**config.mk**
```make
export PLATFORM = sky130hd
export DESIGN_NAME = sm83_alu_flags_core
export DESIGN_NICKNAME = d
export VERILOG_FILES = /design/src/rtl/sm83af_pkg.sv /design/src/rtl/sm83af_alu.sv /design/src/rtl/sm83_alu_flags_core.sv
export VERILOG_INCLUDE_DIRS = /design/src /design/src/rtl
export SDC_FILE = /design/constraint.sdc
export NUM_CORES = 1
export LEC_CHECK = 0
export ABC_AREA = 0
export BUFFER_PORTS_ARGS = -buffer_cell sky130_fd_sc_hd__clkbuf_2
export CORE_MARGIN = 4
export CORE_UTILIZATION = 56
export DETAILED_ROUTE_END_ITERATION = 10
export GPL_TIMING_DRIVEN = 0
export PLACE_DENSITY = 0.79
export SYNTH_ARGS = -nofsm -noshare
export SYNTH_HDL_FRONTEND = slang
export SYNTH_SLANG_ARGS = --single-unit
```
**constraint.sdc**
```tcl
create_clock -name clk -period 3.82 [get_ports clk]
set_input_delay 0 -clock clk [delete_from_list [all_inputs] [get_ports clk]]
set_output_delay 0 -clock clk [all_outputs]
set_load 0.02 [all_outputs]
```
**src/rtl/sm83_alu_flags_core_assert.svh**
```systemverilog
// assertion macros for the sm83 alu core
// each macro assumes a clock named clk and an active-low reset named rst_n
`ifndef SM83_ALU_FLAGS_CORE_ASSERT_SVH
`define SM83_ALU_FLAGS_CORE_ASSERT_SVH

`ifndef SYNTHESIS
`define SM83AF_ASSERT_SAME(label, ante, cons) \
    label: assert property (@(posedge clk) disable iff (!rst_n) (ante) |-> (cons)) \
        else $error("sm83 alu check failed");
`define SM83AF_ASSERT_NEXT(label, ante, cons) \
    label: assert property (@(posedge clk) disable iff (!rst_n) (ante) |=> (cons)) \
        else $error("sm83 alu check failed");
`else
`define SM83AF_ASSERT_SAME(label, ante, cons)
`define SM83AF_ASSERT_NEXT(label, ante, cons)
`endif

`endif

```
**src/rtl/sm83af_pkg.sv**
```systemverilog
package sm83af_pkg;

    // operation codes
    typedef enum logic [5:0] {
        OP_ADD   = 6'd0,
        OP_ADC   = 6'd1,
        OP_SUB   = 6'd2,
        OP_SBC   = 6'd3,
        OP_AND   = 6'd4,
        OP_XOR   = 6'd5,
        OP_OR    = 6'd6,
        OP_CP    = 6'd7,
        OP_RLC   = 6'd8,
        OP_RRC   = 6'd9,
        OP_RL    = 6'd10,
        OP_RR    = 6'd11,
        OP_SLA   = 6'd12,
        OP_SRA   = 6'd13,
        OP_SWAP  = 6'd14,
        OP_SRL   = 6'd15,
        OP_BIT   = 6'd16,
        OP_RES   = 6'd17,
        OP_SET   = 6'd18,
        OP_INC8  = 6'd19,
        OP_DEC8  = 6'd20,
        OP_RLCA  = 6'd21,
        OP_RRCA  = 6'd22,
        OP_RLA   = 6'd23,
        OP_RRA   = 6'd24,
        OP_DAA   = 6'd25,
        OP_CPL   = 6'd26,
        OP_SCF   = 6'd27,
        OP_CCF   = 6'd28,
        OP_ADD16 = 6'd29,
        OP_ADDSP = 6'd30,
        OP_INC16 = 6'd31,
        OP_DEC16 = 6'd32
    } op_t;

    // flag bit positions
    localparam int unsigned FLAG_Z = 3;
    localparam int unsigned FLAG_N = 2;
    localparam int unsigned FLAG_H = 1;
    localparam int unsigned FLAG_C = 0;

    // one input item
    typedef struct packed {
        logic [5:0]  kind;
        logic [15:0] left;
        logic [15:0] right;
        logic [2:0]  bit_index;
        logic [3:0]  flags_in;
    } alu_in_t;

    // one result item
    typedef struct packed {
        logic [15:0] result;
        logic [3:0]  flags_out;
    } alu_out_t;

    // zero flag of an 8-bit value
    function automatic logic zero8(input logic [7:0] v);
        return (v == 8'h00);
    endfunction

endpackage

```
**src/rtl/sm83af_alu.sv**
```systemverilog
module sm83af_alu
(
    input  sm83af_pkg::alu_in_t  item,
    output sm83af_pkg::alu_out_t res
);

    sm83af_pkg::op_t op;
    logic [7:0]  a;
    logic [7:0]  b;
    logic        cin;
    logic [3:0]  f;
    logic        ct;
    logic [8:0]  add9;
    logic [4:0]  addh5;
    logic [8:0]  sub9;
    logic [4:0]  subh5;
    logic [16:0] add17;
    logic [12:0] addh13;
    logic [15:0] sp_sum;
    logic [4:0]  sp_h5;
    logic [8:0]  sp_c9;
    logic [7:0]  inc8;
    logic [7:0]  dec8;
    logic [7:0]  mask;
    logic        daa_hi;
    logic        daa_lo;
    logic [7:0]  daa_val;
    logic        daa_c;

    // operand fields
    assign op  = sm83af_pkg::op_t'(item.kind);
    assign a   = item.left[7:0];
    assign b   = item.right[7:0];
    assign f   = item.flags_in;
    assign cin = item.flags_in[sm83af_pkg::FLAG_C];

    // shared adders
    assign ct     = ((op == sm83af_pkg::OP_ADC) || (op == sm83af_pkg::OP_SBC)) ? cin : 1'b0;
    assign add9   = {1'b0, a} + {1'b0, b} + {8'd0, ct};
    assign addh5  = {1'b0, a[3:0]} + {1'b0, b[3:0]} + {4'd0, ct};
    assign sub9   = {1'b0, a} - {1'b0, b} - {8'd0, ct};
    assign subh5  = {1'b0, a[3:0]} - {1'b0, b[3:0]} - {4'd0, ct};
    assign add17  = {1'b0, item.left} + {1'b0, item.right};
    assign addh13 = {1'b0, item.left[11:0]} + {1'b0, item.right[11:0]};
    assign sp_sum = item.left + {{8{b[7]}}, b};
    assign sp_h5  = {1'b0, item.left[3:0]} + {1'b0, b[3:0]};
    assign sp_c9  = {1'b0, item.left[7:0]} + {1'b0, b};
    assign inc8   = a + 8'd1;
    assign dec8   = a - 8'd1;
    assign mask   = 8'd1 << item.bit_index;

    // decimal adjust
    always_comb
    begin
        daa_hi = cin || (a > 8'h99);
        daa_lo = f[sm83af_pkg::FLAG_H] || (a[3:0] > 4'h9);
        if (f[sm83af_pkg::FLAG_N])
        begin
            daa_val = a - (f[sm83af_pkg::FLAG_H] ? 8'h06 : 8'h00) - (cin ? 8'h60 : 8'h00);
            daa_c   = cin;
        end
        else
        begin
            daa_val = a + (daa_hi ? 8'h60 : 8'h00) + (daa_lo ? 8'h06 : 8'h00);
            daa_c   = daa_hi;
        end
    end

    // operation select
    always_comb
    begin
        res.result    = 16'h0000;
        res.flags_out = f;
        unique case (op) inside
            sm83af_pkg::OP_ADD, sm83af_pkg::OP_ADC:
            begin
                res.result    = {8'h00, add9[7:0]};
                res.flags_out = {sm83af_pkg::zero8(add9[7:0]), 1'b0, addh5[4], add9[8]};
            end
            sm83af_pkg::OP_SUB, sm83af_pkg::OP_SBC, sm83af_pkg::OP_CP:
            begin
                res.result    = {8'h00, (op == sm83af_pkg::OP_CP) ? a : sub9[7:0]};
                res.flags_out = {sm83af_pkg::zero8(sub9[7:0]), 1'b1, subh5[4], sub9[8]};
            end
            sm83af_pkg::OP_AND:
            begin
                res.result    = {8'h00, a & b};
                res.flags_out = {sm83af_pkg::zero8(a & b), 1'b0, 1'b1, 1'b0};
            end
            sm83af_pkg::OP_XOR:
            begin
                res.result    = {8'h00, a ^ b};
                res.flags_out = {sm83af_pkg::zero8(a ^ b), 3'b000};
            end
            sm83af_pkg::OP_OR:
            begin
                res.result    = {8'h00, a | b};
                res.flags_out = {sm83af_pkg::zero8(a | b), 3'b000};
            end
            sm83af_pkg::OP_RLC:
            begin
                res.result    = {8'h00, a[6:0], a[7]};
                res.flags_out = {sm83af_pkg::zero8(a), 2'b00, a[7]};
            end
            sm83af_pkg::OP_RLCA:
            begin
                res.result    = {8'h00, a[6:0], a[7]};
                res.flags_out = {3'b000, a[7]};
            end
            sm83af_pkg::OP_RRC:
            begin
                res.result    = {8'h00, a[0], a[7:1]};
                res.flags_out = {sm83af_pkg::zero8(a), 2'b00, a[0]};
            end
            sm83af_pkg::OP_RRCA:
            begin
                res.result    = {8'h00, a[0], a[7:1]};
                res.flags_out = {3'b000, a[0]};
            end
            sm83af_pkg::OP_RL:
            begin
                res.result    = {8'h00, a[6:0], cin};
                res.flags_out = {sm83af_pkg::zero8({a[6:0], cin}), 2'b00, a[7]};
            end
            sm83af_pkg::OP_RLA:
            begin
                res.result    = {8'h00, a[6:0], cin};
                res.flags_out = {3'b000, a[7]};
            end
            sm83af_pkg::OP_RR:
            begin
                res.result    = {8'h00, cin, a[7:1]};
                res.flags_out = {sm83af_pkg::zero8({cin, a[7:1]}), 2'b00, a[0]};
            end
            sm83af_pkg::OP_RRA:
            begin
                res.result    = {8'h00, cin, a[7:1]};
                res.flags_out = {3'b000, a[0]};
            end
            sm83af_pkg::OP_SLA:
            begin
                res.result    = {8'h00, a[6:0], 1'b0};
                res.flags_out = {sm83af_pkg::zero8({a[6:0], 1'b0}), 2'b00, a[7]};
            end
            sm83af_pkg::OP_SRA:
            begin
                res.result    = {8'h00, a[7], a[7:1]};
                res.flags_out = {sm83af_pkg::zero8({a[7], a[7:1]}), 2'b00, a[0]};
            end
            sm83af_pkg::OP_SWAP:
            begin
                res.result    = {8'h00, a[3:0], a[7:4]};
                res.flags_out = {sm83af_pkg::zero8(a), 3'b000};
            end
            sm83af_pkg::OP_SRL:
            begin
                res.result    = {8'h00, 1'b0, a[7:1]};
                res.flags_out = {sm83af_pkg::zero8({1'b0, a[7:1]}), 2'b00, a[0]};
            end
            sm83af_pkg::OP_BIT:
            begin
                res.result    = {8'h00, a};
                res.flags_out = {sm83af_pkg::zero8(a & mask), 1'b0, 1'b1, cin};
            end
            sm83af_pkg::OP_RES:
            begin
                res.result = {8'h00, a & ~mask};
            end
            sm83af_pkg::OP_SET:
            begin
                res.result = {8'h00, a | mask};
            end
            sm83af_pkg::OP_INC8:
            begin
                res.result    = {8'h00, inc8};
                res.flags_out = {sm83af_pkg::zero8(inc8), 1'b0, (inc8[3:0] == 4'h0), cin};
            end
            sm83af_pkg::OP_DEC8:
            begin
                res.result    = {8'h00, dec8};
                res.flags_out = {sm83af_pkg::zero8(dec8), 1'b1, (dec8[3:0] == 4'hf), cin};
            end
            sm83af_pkg::OP_DAA:
            begin
                res.result    = {8'h00, daa_val};
                res.flags_out = {sm83af_pkg::zero8(daa_val), f[sm83af_pkg::FLAG_N], 1'b0, daa_c};
            end
            sm83af_pkg::OP_CPL:
            begin
                res.result    = {8'h00, ~a};
                res.flags_out = {f[sm83af_pkg::FLAG_Z], 1'b1, 1'b1, cin};
            end
            sm83af_pkg::OP_SCF:
            begin
                res.flags_out = {f[sm83af_pkg::FLAG_Z], 2'b00, 1'b1};
            end
            sm83af_pkg::OP_CCF:
            begin
                res.flags_out = {f[sm83af_pkg::FLAG_Z], 2'b00, ~cin};
            end
            sm83af_pkg::OP_ADD16:
            begin
                res.result    = add17[15:0];
                res.flags_out = {f[sm83af_pkg::FLAG_Z], 1'b0, addh13[12], add17[16]};
            end
            sm83af_pkg::OP_ADDSP:
            begin
                res.result    = sp_sum;
                res.flags_out = {2'b00, sp_h5[4], sp_c9[8]};
            end
            sm83af_pkg::OP_INC16:
            begin
                res.result = item.left + 16'd1;
            end
            sm83af_pkg::OP_DEC16:
            begin
                res.result = item.left - 16'd1;
            end
            default:
            begin
                res.result    = 16'h0000;
                res.flags_out = f;
            end
        endcase
    end

endmodule

```
**src/rtl/sm83_alu_flags_core.sv**
```systemverilog
// ALU of an 8-bit SM83-style processor with its flag logic. Each item carries an
// operation code, two operands, a bit index and the incoming Z N H C flags, and
// yields one result item with the value and the new flags. The core is two
// register stages: an input register feeding the combinational ALU, and a result
// register toward the output channel. An accepted item moves from the input register
// into the result register, and a new item is taken every cycle as long as
// the output side keeps taking results; the input-to-result path (the 16-bit
// adders and the operation select) sets the clock rate. There is no internal
// state beyond the two stages, so no warm-up after reset.
`include "sm83_alu_flags_core_assert.svh"

module sm83_alu_flags_core
(
    input  logic        clk,
    input  logic        rst_n,
    input  logic        in_valid,
    output logic        in_ready,
    input  logic [5:0]  kind,
    input  logic [15:0] left,
    input  logic [15:0] right,
    input  logic [2:0]  bit_index,
    input  logic [3:0]  flags_in,
    output logic        out_valid,
    input  logic        out_ready,
    output logic [15:0] result,
    output logic [3:0]  flags_out
);

    sm83af_pkg::alu_in_t  s1_item_reg;
    logic                 s1_valid_reg;
    sm83af_pkg::alu_out_t alu_res;
    sm83af_pkg::alu_out_t out_item_reg;
    logic                 out_valid_reg;
    logic                 out_adv;
    logic                 in_fire;

    // stage handshakes
    assign out_adv  = !out_valid_reg || out_ready;
    assign in_ready = !s1_valid_reg || out_adv;
    assign in_fire  = in_valid && in_ready;

    // input stage
    always_ff @(posedge clk or negedge rst_n)
    begin
        if (!rst_n)
        begin
            s1_valid_reg <= 1'b0;
        end
        else if (in_ready)
        begin
            s1_valid_reg <= in_valid;
        end
    end

    always_ff @(posedge clk)
    begin
        if (in_fire)
        begin
            s1_item_reg <= '{kind: kind, left: left, right: right,
                             bit_index: bit_index, flags_in: flags_in};
        end
    end

    // alu
    sm83af_alu u_alu
    (
        .item (s1_item_reg),
        .res  (alu_res)
    );

    // result stage
    always_ff @(posedge clk or negedge rst_n)
    begin
        if (!rst_n)
        begin
            out_valid_reg <= 1'b0;
        end
        else if (out_adv)
        begin
            out_valid_reg <= s1_valid_reg;
        end
    end

    always_ff @(posedge clk)
    begin
        if (out_adv && s1_valid_reg)
        begin
            out_item_reg <= alu_res;
        end
    end

    assign out_valid = out_valid_reg;
    assign result    = out_item_reg.result;
    assign flags_out = out_item_reg.flags_out;

    // checks
    `SM83AF_ASSERT_NEXT(a_in_lands, in_fire, s1_valid_reg)
    `SM83AF_ASSERT_NEXT(a_stage_moves, s1_valid_reg && out_adv, out_valid_reg)
    `SM83AF_ASSERT_SAME(a_byte_ops_high_zero, s1_valid_reg && (s1_item_reg.kind < sm83af_pkg::OP_ADD16), alu_res.result[15:8] == 8'h00)
    `SM83AF_ASSERT_SAME(a_bit_flags, s1_valid_reg && (s1_item_reg.kind == sm83af_pkg::OP_BIT), alu_res.flags_out[2:1] == 2'b01)

endmodule

```
==> flow_metrics.tcl, run 1 <==
set metrics [dict create \
    ys_ff_latch 67 \
    drc_errors 0 \
    syn_to_final_growth_pct 22.31 \
    switching_share_pct 36.55 \
    antenna_left 0 \
    synthArstFlopShare_pct 2.985 \
    cts.clk_slew.worst_paths_ns 0.06 \
    grt_util_all_layers_pct 36.53 \
    run_status "completed" \
    crit_required_ns 3.89 \
    tightestPinTransition_ns 1.138 \
    port_buffers 70 \
    top_layer "met4" \
    vias_per_cell 6.675 \
    antenna_found_initial 0 \
    finalClockSkew_ns 0.01134 \
    clkPwrFrac_pct 31.3 \
    largest_register_ffs 45 \
    grt_pass1_vias 7183 \
    synth.most_common_cell "ha_1" \
    tns_ns 0 \
    critPathSlowestCell "edfxtp_1" \
    whs_path_depth 2 \
    core_region_area_sq_mm 0.01277 \
    initial_core_util_pct 58.09 \
    route.met2.wl_mm 12.38 \
    num_vias 7836 \
    setup_viol 0 \
    placed_area_sq_mm 0.008006 \
    synth_top_family_by_area "compound AO/OA/AOI/OAI gates" \
    synth_top_area_share_pct 26.31 \
    root_buffer "clkbuf_16" \
    num_rows 41 \
    ys.flop_type "edfxtp_1" \
    p_leak_nw 3.691 \
    ys_types 84 \
    synth_fa_ha_area_share_pct 14.00 \
    critical-path-max-stage-delay_ns 0.51 \
    report.final.slew_viol_count 0 \
    syn_inst 848 \
    cp-start-kind "flop" \
    critPathMaxFanout 10 \
    num_io_pins 71 \
    syn_nets 977 \
    cts_buffers 9 \
    synthTopCellsByArea "edfxtp_1, ha_1, xnor2_1" \
    peakVddDrop_uv 293.2 \
    yosysTopAreaCell "edfxtp_1" \
    rsz0062_at_grt "true" \
    critPathArrivalTime_ns 3.85 \
    hold_path_class "in2reg" \
    synth_warnings 0 \
    grt_max_degree 27 \
    timing.slew.headroom_pct 23.42 \
    fin_nets 1126 \
    r2r_slack_ns 0.04 \
    fin_crit_sh_pct 98.89 \
    gp_congestion 1.087 \
    drt_pass1_iterations 5 \
    drt-met1-wl_mm 11.51 \
    period_minus_slack_ns 3.778 \
    rr_endpoint "result[7]$_DFFE_PP_" \
    p_comb_share_pct 37.9 \
    overflow 0 \
    p_int_mw 1.895 \
    netSwitchingPower_mw 1.092 \
    max_freq_mhz 264.7 \
    cts.sinks 67 \
    grt_pass1_wl_mm 41.42 \
    n_antenna_cell 0 \
    ys_seq_area_share_pct 26.98 \
    dieWidth_um 123.1 \
    power_frac_seq_pct 30.8 \
    synthMuxAreaShare_pct 1.214 \
    drt_iter0_drc 1209 \
    synth_compound_gate_area_share_pct 22.97 \
    crit_family "compound AO/OA/AOI/OAI gates" \
    hold_violations 0 \
    rr_worst_depth 12 \
    synthesis.area_sq_mm 0.007420 \
    r2r-start "s1_item_reg[26]$_DFFE_PP_" \
    cap_viol_max_count 0 \
    cts_tree "yes" \
    synth_common_cells "ha_1, edfxtp_1, nor2_1" \
    drive_above_1_share_pct 17.56 \
    design_area_sq_mm 0.009075 \
    p_per_area_mw_per_mm2 329.2 \
    place_hpwl_mm 20.50 \
    htreeDepth 3 \
    crit_type "reg2reg" \
    dr_wl_met3_mm 3.034 \
    synth_simple_gate_area_share_pct 22.73 \
    crit_buf_inv 2 \
    end_kind "flop" \
    clock_latency_ns 0.36 \
    dieArea_sq_mm 0.01515 \
    worstHoldEndpoint "s1_item_reg[42]$_DFFE_PP_" \
    wirelength_mm 27.98 \
    cp_cell_sequence "clkbuf_1 -> clkbuf_2 -> a21o_1 -> ha_1 -> fa_1 -> a41o_1 -> a211oi_1 -> a31oi_1 -> o211ai_1 -> xnor2_1 -> a221oi_2 -> o221ai_1" \
    clockBufferDepth 2 \
    min_from "kind[3]" \
    synth_edf_count 65 \
    p_total_mw 2.987 \
    wire_per_inst_um 23.84 \
    syn_area_per_cell_sq_um 8.750 \
    hold_slack_ns 0.3488 \
    die_y_um 123.1 \
    synth_xor_area_share_pct 6.948 \
]
[power by group through the flow]
| stage | registers [mW] | logic [mW] | clock network [mW] |
|---|---|---|---|
| 3_3_place_gp | 0.937 | 0.968 | 0 |
| 2_1_floorplan | 0.951 | 0.673 | 0 |
| 6_report | 0.919 | 1.13 | 0.936 |
| 4_1_cts | 0.918 | 1.05 | 0.929 |
| 3_5_place_dp | 0.936 | 0.986 | 0 |
| 5_1_grt | 0.922 | 1.20 | 0.964 |
[worst max-delay path by stage]
stage / from / to / slack (ns) / cells after the start
floorplan: s1_item_reg[24]$_DFFE_PP_ / result[7]$_DFFE_PP_ / 0.19 / 15
global placement: s1_item_reg[24]$_DFFE_PP_ / result[7]$_DFFE_PP_ / -0.79 / 16
global route: s1_item_reg[44]$_DFFE_PP_ / result[14]$_DFFE_PP_ / -0.009 / 15
finish: s1_item_reg[26]$_DFFE_PP_ / result[7]$_DFFE_PP_ / 0.04 / 12
detailed placement: s1_item_reg[24]$_DFFE_PP_ / result[7]$_DFFE_PP_ / -0.77 / 16
CTS: s1_item_reg[44]$_DFFE_PP_ / result[13]$_DFFE_PP_ / 0.005 / 14
[layout by cell type (no fill, tap or decap), types with 16 or more instances in the layout]
master / instances
ha_1: 75
clkbuf_2: 75
nand2_1: 52
dlygate4sd3_1: 50
edfxtp_1: 65
nor3_1: 28
o21ai_0: 45
buf_2: 16
xnor2_1: 40
nand3_1: 30
a21oi_1: 36
nand4_1: 18
buf_4: 26
inv_1: 35
nand2b_1: 19
xor2_1: 16
nor2_1: 58
[kinds of logic (layout without fill, tap and decap cells)]
family | count (synthesis) | after routing
and+or+nand+nor | 305 | 305
AOI/OAI and AO/OA | 245 | 245
buffers and inverters | 84 | 238
adders and majority gates | 80 | 80
DFF | 67 | 67
xor gates and xnor gates | 58 | 58
muxes | 9 | 9
[cell type report]
type / instances / area [sq um]
clock inverters: 7 / 100.1
clock buffers: 9 / 225.2
repair buffers: 139 / 1006
well taps: 172 / 215.2
fillers: 1011 / 3699
inverters: 38 / 151.4
plain buffers: 45 / 251.5
multi-input cells: 697 / 5124
flip-flops and latches: 67 / 2002
[through the flow]
stage	utilization [%]	setup slack (ns)	cells
finish	71.05	0.04244	1174
global route	71.05	-0.009307	1174
CTS	69.80	0.005075	1162
detailed placement	62.68	-0.7650	1091
global placement	62.51	-0.7947	1090
floorplan	-	0.1931	848
[layer usage]
| metal | vias to the layer above | GRT usage (%) |
|---|---|---|
| li1 | 3531 | - |
| met2 | 515 | 55.83 |
| met3 | 97 | 6.953 |
| met5 | - | 0 |
| met1 | 3693 | 51.20 |
| met4 | 0 | 14.26 |
[worst register-to-register path, cell delays in order (launching register included)]
cell and delay (ns):
edfxtp_1 0.51, clkbuf_1 0.26, clkbuf_2 0.32, a21o_1 0.28, ha_1 0.22, fa_1 0.43
a41o_1 0.23, a211oi_1 0.26, a31oi_1 0.07, o211ai_1 0.22, xnor2_1 0.18, a221oi_2 0.30
o221ai_1 0.20
[repair_timing]
action | in CTS | in global routing
cloned | 0 | 0
setup endpoints to repair | 15 | 14
hold buffers | 50 | 0
setup buffers | 6 | 12
resized for setup | 12 | 24
pin swaps | 5 | 8
endpoints found under the hold margin | 49 | 0
No activity file was read; power rests on OpenSTA's default activity.
==> run 2, diff against run 1 <==
Settings changed: ABC_AREA 0 to 1, REMOVE_ABC_BUFFERS set to 1, SLEW_MARGIN set to 20.
==> run 2 against run 1 <==
Routed wire length down 1.8%. Synthesized cell count rose by 29%. Power shrank 2.1%. Largest power group unchanged. Critical path type unchanged.
==> flow_metrics.tcl, run 2 <==
set metrics [dict create \
    use_met1_pct 51.63 \
    max_freq_mhz 276.5 \
    critPathMaxFanout 12 \
    drive_above_1_share_pct 12.91 \
    synth_common_cells "nand2_1, inv_1, nand3_1" \
    p_per_area_mw_per_mm2 325.9 \
    place_hpwl_mm 19.96 \
    wirelength_mm 27.49 \
    p_leak_nw 4.393 \
    antenna_left 0 \
    num_io_pins 71 \
    finalClockSkew_ns 0.007414 \
    final_common_cell "nand2_1" \
    nFillCells 1091 \
    num_vias 8407 \
    pre_cts_slack_ns -0.4096 \
    syn_inst 1090 \
    critPathArrivalTime_ns 3.68 \
    crit_required_ns 3.89 \
    grt_util_all_layers_pct 36.44 \
    syn_to_final_growth_pct 20.09 \
    grt_pass1_vias 7461 \
    cts.sinks 67 \
    ys_types 47 \
    synthTopCellsByArea "edfxtp_1, nand2_1, ha_1" \
    hold_path_class "in2reg" \
    n_antenna_cell 0 \
    grt_busiest_layer "met2" \
    crit_type "reg2reg" \
    critPathSlowestCell "edfxtp_1" \
    hold_violations 0 \
    synth_edf_count 65 \
    syn_area_per_cell_sq_um 6.857 \
    drc_errors 0 \
    synthesis.area_sq_mm 0.007475 \
    core_region_area_sq_mm 0.01282 \
    grt_max_degree 30 \
    dieArea_sq_mm 0.01526 \
    cts_buffers 9 \
    wire_per_inst_um 19.58 \
    largest_register_ffs 45 \
    period_minus_slack_ns 3.616 \
    cts_tree "yes" \
    fin_nets 1356 \
    tightestPinTransition_ns 0.7501 \
    antenna_found_initial 0 \
    cap_viol_max_count 0 \
    gp_congestion 1.056 \
    ys_seq_area_share_pct 26.78 \
    ys.flop_type "edfxtp_1" \
    cts.clk_slew.worst_paths_ns 0.06 \
    synthArstFlopShare_pct 2.985 \
    dieWidth_um 123.5 \
    fin_util_pct 69.99 \
    overflow 0 \
    synth_warnings 0 \
    port_buffers 70 \
    p_total_mw 2.926 \
    clockBufferDepth 2 \
    vias_per_cell 5.988 \
    crit_family "adder cells" \
    setup_viol 0 \
    grt_pass1_wl_mm 41.36 \
    cp-start-kind "flop" \
    layout_common_cells "nand2_1, inv_1, nand3_1" \
    rsz0062_at_grt "false" \
    drt_iter0_drc 1283 \
    synth_top_area_share_pct 26.11 \
    critical-path-max-stage-delay_ns 0.83 \
    cp_cell_sequence "clkinvlp_4 -> ha_1 -> nand2_1 -> nand3_1 -> nand2_1 -> ha_1 -> fa_1 -> o22ai_2 -> o221ai_1 -> nor4_1 -> nand3_1" \
    grtUsageMet3_pct 8.875 \
    grt_use_met2_pct 53.79 \
    timing.slew.headroom_pct 49.99 \
    clock_latency_ns 0.35 \
    synth.most_common_cell "nand2_1" \
    run_status "completed" \
    num_rows 41 \
    crit_buf_inv 1 \
    die_y_um 123.5 \
    htreeDepth 3 \
    drt_pass1_iterations 9 \
    yosysTopAreaCell "edfxtp_1" \
    fin_crit_sh_pct 94.67 \
    tns_ns 0 \
    peakVddDrop_uv 276.2 \
    report.final.slew_viol_count 0 \
    root_buffer "clkbuf_16" \
    ys_ff_latch 67 \
    initial_core_util_pct 58.28 \
    finalWorstSetupSlack_ns 0.2035 \
    end_kind "flop" \
]
## run 2: changes by cell type after synthesis, moves of 17 or more
| cell | change |
|---|---|
| nand3_1 | +73 |
| inv_2 | +17 |
| nand2_1 | +232 |
| xnor2_1 | -30 |
| inv_1 | +87 |
| nor2_1 | +39 |
| nand2b_1 | -18 |
## run 2: routing by layer
metal,vias up,routed length (um),share of wire [%]
met3,92,3525,13
met5,-,0,0
met2,544,11630,42
met4,0,1070,3.9
met1,3796,11260,41
li1,3975,-,-
## run 2: path summary, 6_finish.rpt
path	start	endpoint	slack (ns)	depth (start not counted)
worst max-delay path	s1_item_reg[23]$_DFFE_PP_	result[2]$_DFFE_PP_	0.20	11
worst min-delay path	right[5]	s1_item_reg[12]$_DFFE_PP_	0.36	2
worst max register to register	s1_item_reg[23]$_DFFE_PP_	result[2]$_DFFE_PP_	0.20	11
worst min register to register	s1_valid_reg$_DFFE_PN0N_	out_valid$_DFFE_PN0P_	0.51	2
max in group asynchronous	rst_n	out_valid$_DFFE_PN0P_	3.12	3
min in group asynchronous	rst_n	s1_valid_reg$_DFFE_PN0N_	0.57	3
## run 2: metrics by stage
| step | instances | hold slack, ns | cell area [sq um] |
|---|---|---|---|
| 2_1_floorplan | 1072 | -0.2956 | 7390 |
| 3_3_place_gp | 1314 | -0.2152 | 7955 |
| 3_5_place_dp | 1316 | -0.2066 | 7990 |
| 4_1_cts | 1386 | 0.3554 | 8815 |
| 5_1_grt | 1404 | 0.3699 | 8976 |
| 6_report | 1404 | 0.3596 | 8976 |
## run 2: what timing repair did
item / 4_1_cts / 5_1_grt
endpoints found under the setup margin: 9 / 11
resized for setup: 4 / 6
pin swaps: 0 / 2
endpoints found under the hold margin: 49 / 0
hold buffers: 49 / 0
buffers inserted: 5 / 18
## run 2: report_power, final
| group | leakage (nW) | internal [mW] | switching, mW |
|---|---|---|---|
| registers | 0.653 | 0.895 | 0.0571 |
| clock network | 0.140 | 0.499 | 0.323 |
| logic | 3.60 | 0.395 | 0.757 |
| total | 4.39 | 1.79 | 1.14 |
## run 2: logic make-up after synthesis
family / after synthesis / synth area share (%)
compound gates: 180 / 14.08
xor+xnor: 31 / 3.632
simple gates: 571 / 33.29
buf+inv: 161 / 8.319
fa+ha+maj: 80 / 13.89
flops: 67 / 26.78
## run 2: cell type report
class                   count  area, sq um  area share, %
inverters                 143        544.3          6.064
repair buffers            144         1045          11.64
clock inverters             6        56.30         0.6273
clock buffers              10        229.0          2.551
flip-flops and latches     67         2002          22.30
multi-input cells         862         4885          54.42
well taps                 172        215.2          2.398
==> run 3, diff against run 2 <==
Settings changed: CORE_UTILIZATION 56 to 48, PLACE_DENSITY 0.79 to 0.69.
==> run 3 against run 2 <==
Non-clock buffer count fell by 3. Setup slack worse by 0.095 ns. Worst hold slack worse by 0.014 ns. Sequential share of layout area shrank 0.17 points. First-iteration DRC count down 29%. Count of clock-buffer cells in the layout is 1 higher. Combinational power is essentially flat. Critical path type unchanged. Highest routed layer unchanged.
==> flow_metrics.tcl, run 3 (synthesized netlist as in run 2, its figures left out) <==
set metrics [dict create \
    run_status "completed" \
    drt_iter0_drc 909 \
    root_buffer "clkbuf_16" \
    p_leak_nw 4.405 \
    end_kind "flop" \
    max_freq_mhz 269.5 \
    grt_util_all_layers_pct 31.49 \
    syn_to_final_growth_pct 21.02 \
    htreeDepth 3 \
    wirelength_mm 27.81 \
    grt_pass1_vias 7535 \
    core_region_area_sq_mm 0.01520 \
    cp-start-kind "flop" \
    cts.clk_slew.worst_paths_ns 0.07 \
    num_vias 8276 \
    critPathArrivalTime_ns 3.94 \
    antenna_found_initial 0 \
    finalWorstSetupSlack_ns 0.1089 \
    gp_congestion 1.046 \
    dieArea_sq_mm 0.01763 \
    crit_type "reg2reg" \
    port_buffers 70 \
    layout_common_cells "nand2_1, inv_1, nand3_1" \
    n_antenna_cell 0 \
    cts_buffers 9 \
    fin_crit_sh_pct 97.15 \
    vias_per_cell 5.841 \
    pre_cts_slack_ns -0.5264 \
    drc_errors 0 \
    tns_ns 0 \
    grt_max_degree 29 \
    hold_violations 0 \
    hold_path_class "in2reg" \
    p_per_area_mw_per_mm2 337.2 \
    whs_path_depth 2 \
    grt_pass1_wl_mm 42.75 \
    dieWidth_um 132.8 \
    route.met2.wl_mm 11.73 \
    die_y_um 132.8 \
    num_io_pins 71 \
    drt-met1-wl_mm 12.14 \
    design_area_sq_mm 0.009046 \
    timing.slew.headroom_pct 49.94 \
    initial_core_util_pct 49.17 \
    cts_tree "yes" \
    setup_viol 0 \
    rr_worst_depth 13 \
    dr_wl_met3_mm 3.013 \
    tightestPinTransition_ns 0.7501 \
    rsz0062_at_grt "false" \
    largest_register_ffs 45 \
    finalClockSkew_ns 0.01638 \
    place_hpwl_mm 20.72 \
    peakVddDrop_uv 258.1 \
    cap_viol_max_count 0 \
    crit_required_ns 4.05 \
    report.final.slew_viol_count 0 \
    wire_per_inst_um 19.63 \
    clockBufferDepth 2 \
    top_layer "met4" \
    p_total_mw 3.051 \
    num_rows 45 \
    final_common_cell "nand2_1" \
    clock_latency_ns 0.36 \
    antenna_left 0 \
    critPathMaxFanout 12 \
    placed_area_sq_mm 0.008010 \
    drt_pass1_iterations 6 \
    drive_above_1_share_pct 12.86 \
    cts.sinks 67 \
    period_minus_slack_ns 3.711 \
    fin_nets 1353 \
    overflow 0 \
]
-- run 3: changes by cell type in the layout (fill, tap and decap cells not counted), sizes merged --
cell,change
buf,-4
inv,-1
dlygate4sd3,+1
clkbuf,+1
clkinv,-1
bufinv,+1
-- run 3: area by class of cell --
class                      count  area, sq um
clock buffer                  11        252.7
clock inverter                 5        85.08
fill                        1452         6156
inverter                     143        543.0
multi-input combinational    862         4887
sequential                    67         2002
tap                          188        235.2
timing repair buffer         141         1041
-- run 3: worst max-delay path, stage by stage (launching register included) --
cell and delay [ns]:
edfxtp_1 0.83, clkinv_2 0.49, ha_1 0.55, ha_1 0.40
nand2_1 0.06, inv_1 0.09, nand4_1 0.11, nand3_1 0.11
nand2_1 0.05, nand2_1 0.11, nand3_1 0.08, nor3_1 0.38
nor2_1 0.18, nand4_1 0.14
-- run 3: per-layer routing --
metal	up-vias	track usage, %
met1	3796	45.16
met4	0	11.95
li1	3967	-
met5	-	0
met2	438	46.13
met3	75	7.148
-- run 3: metrics by stage --
stage	std cells	hold WS, ns	util [%]
2_1_floorplan	1072	-0.2956	-
3_3_place_gp	1330	-0.2143	52.46
3_5_place_dp	1332	-0.2135	52.69
4_1_cts	1403	0.3495	58.55
5_1_grt	1417	0.3692	59.51
6_report	1417	0.3459	59.51
-- run 3: path summary, 6_finish.rpt --
path | startpoint | endpoint | slack (ns)
max | s1_item_reg[28]$_DFFE_PP_ | flags_out[3]$_DFFE_PP_ | 0.11
min | kind[4] | s1_item_reg[43]$_DFFE_PP_ | 0.35
max reg2reg | s1_item_reg[28]$_DFFE_PP_ | flags_out[3]$_DFFE_PP_ | 0.11
min reg2reg | s1_valid_reg$_DFFE_PN0N_ | out_valid$_DFFE_PN0P_ | 0.54
max in group asynchronous | rst_n | out_valid$_DFFE_PN0P_ | 3.18
min in group asynchronous | rst_n | s1_valid_reg$_DFFE_PN0N_ | 0.50
-- run 3: where the power goes --
group	switching, mW	internal, mW	leakage, nW	total, mW
clock network	0.354	0.609	0.162	0.964
logic	0.745	0.393	3.59	1.14
registers	0.0542	0.895	0.653	0.949
-- run 3: timing repair --
item / 4_1_cts / 5_1_grt
hold endpoints to repair: 49 / 0
pin swaps: 0 / 1
setup buffers: 5 / 14
endpoints found under the setup margin: 10 / 11
hold buffers: 50 / 0
gates resized for setup: 4 / 6
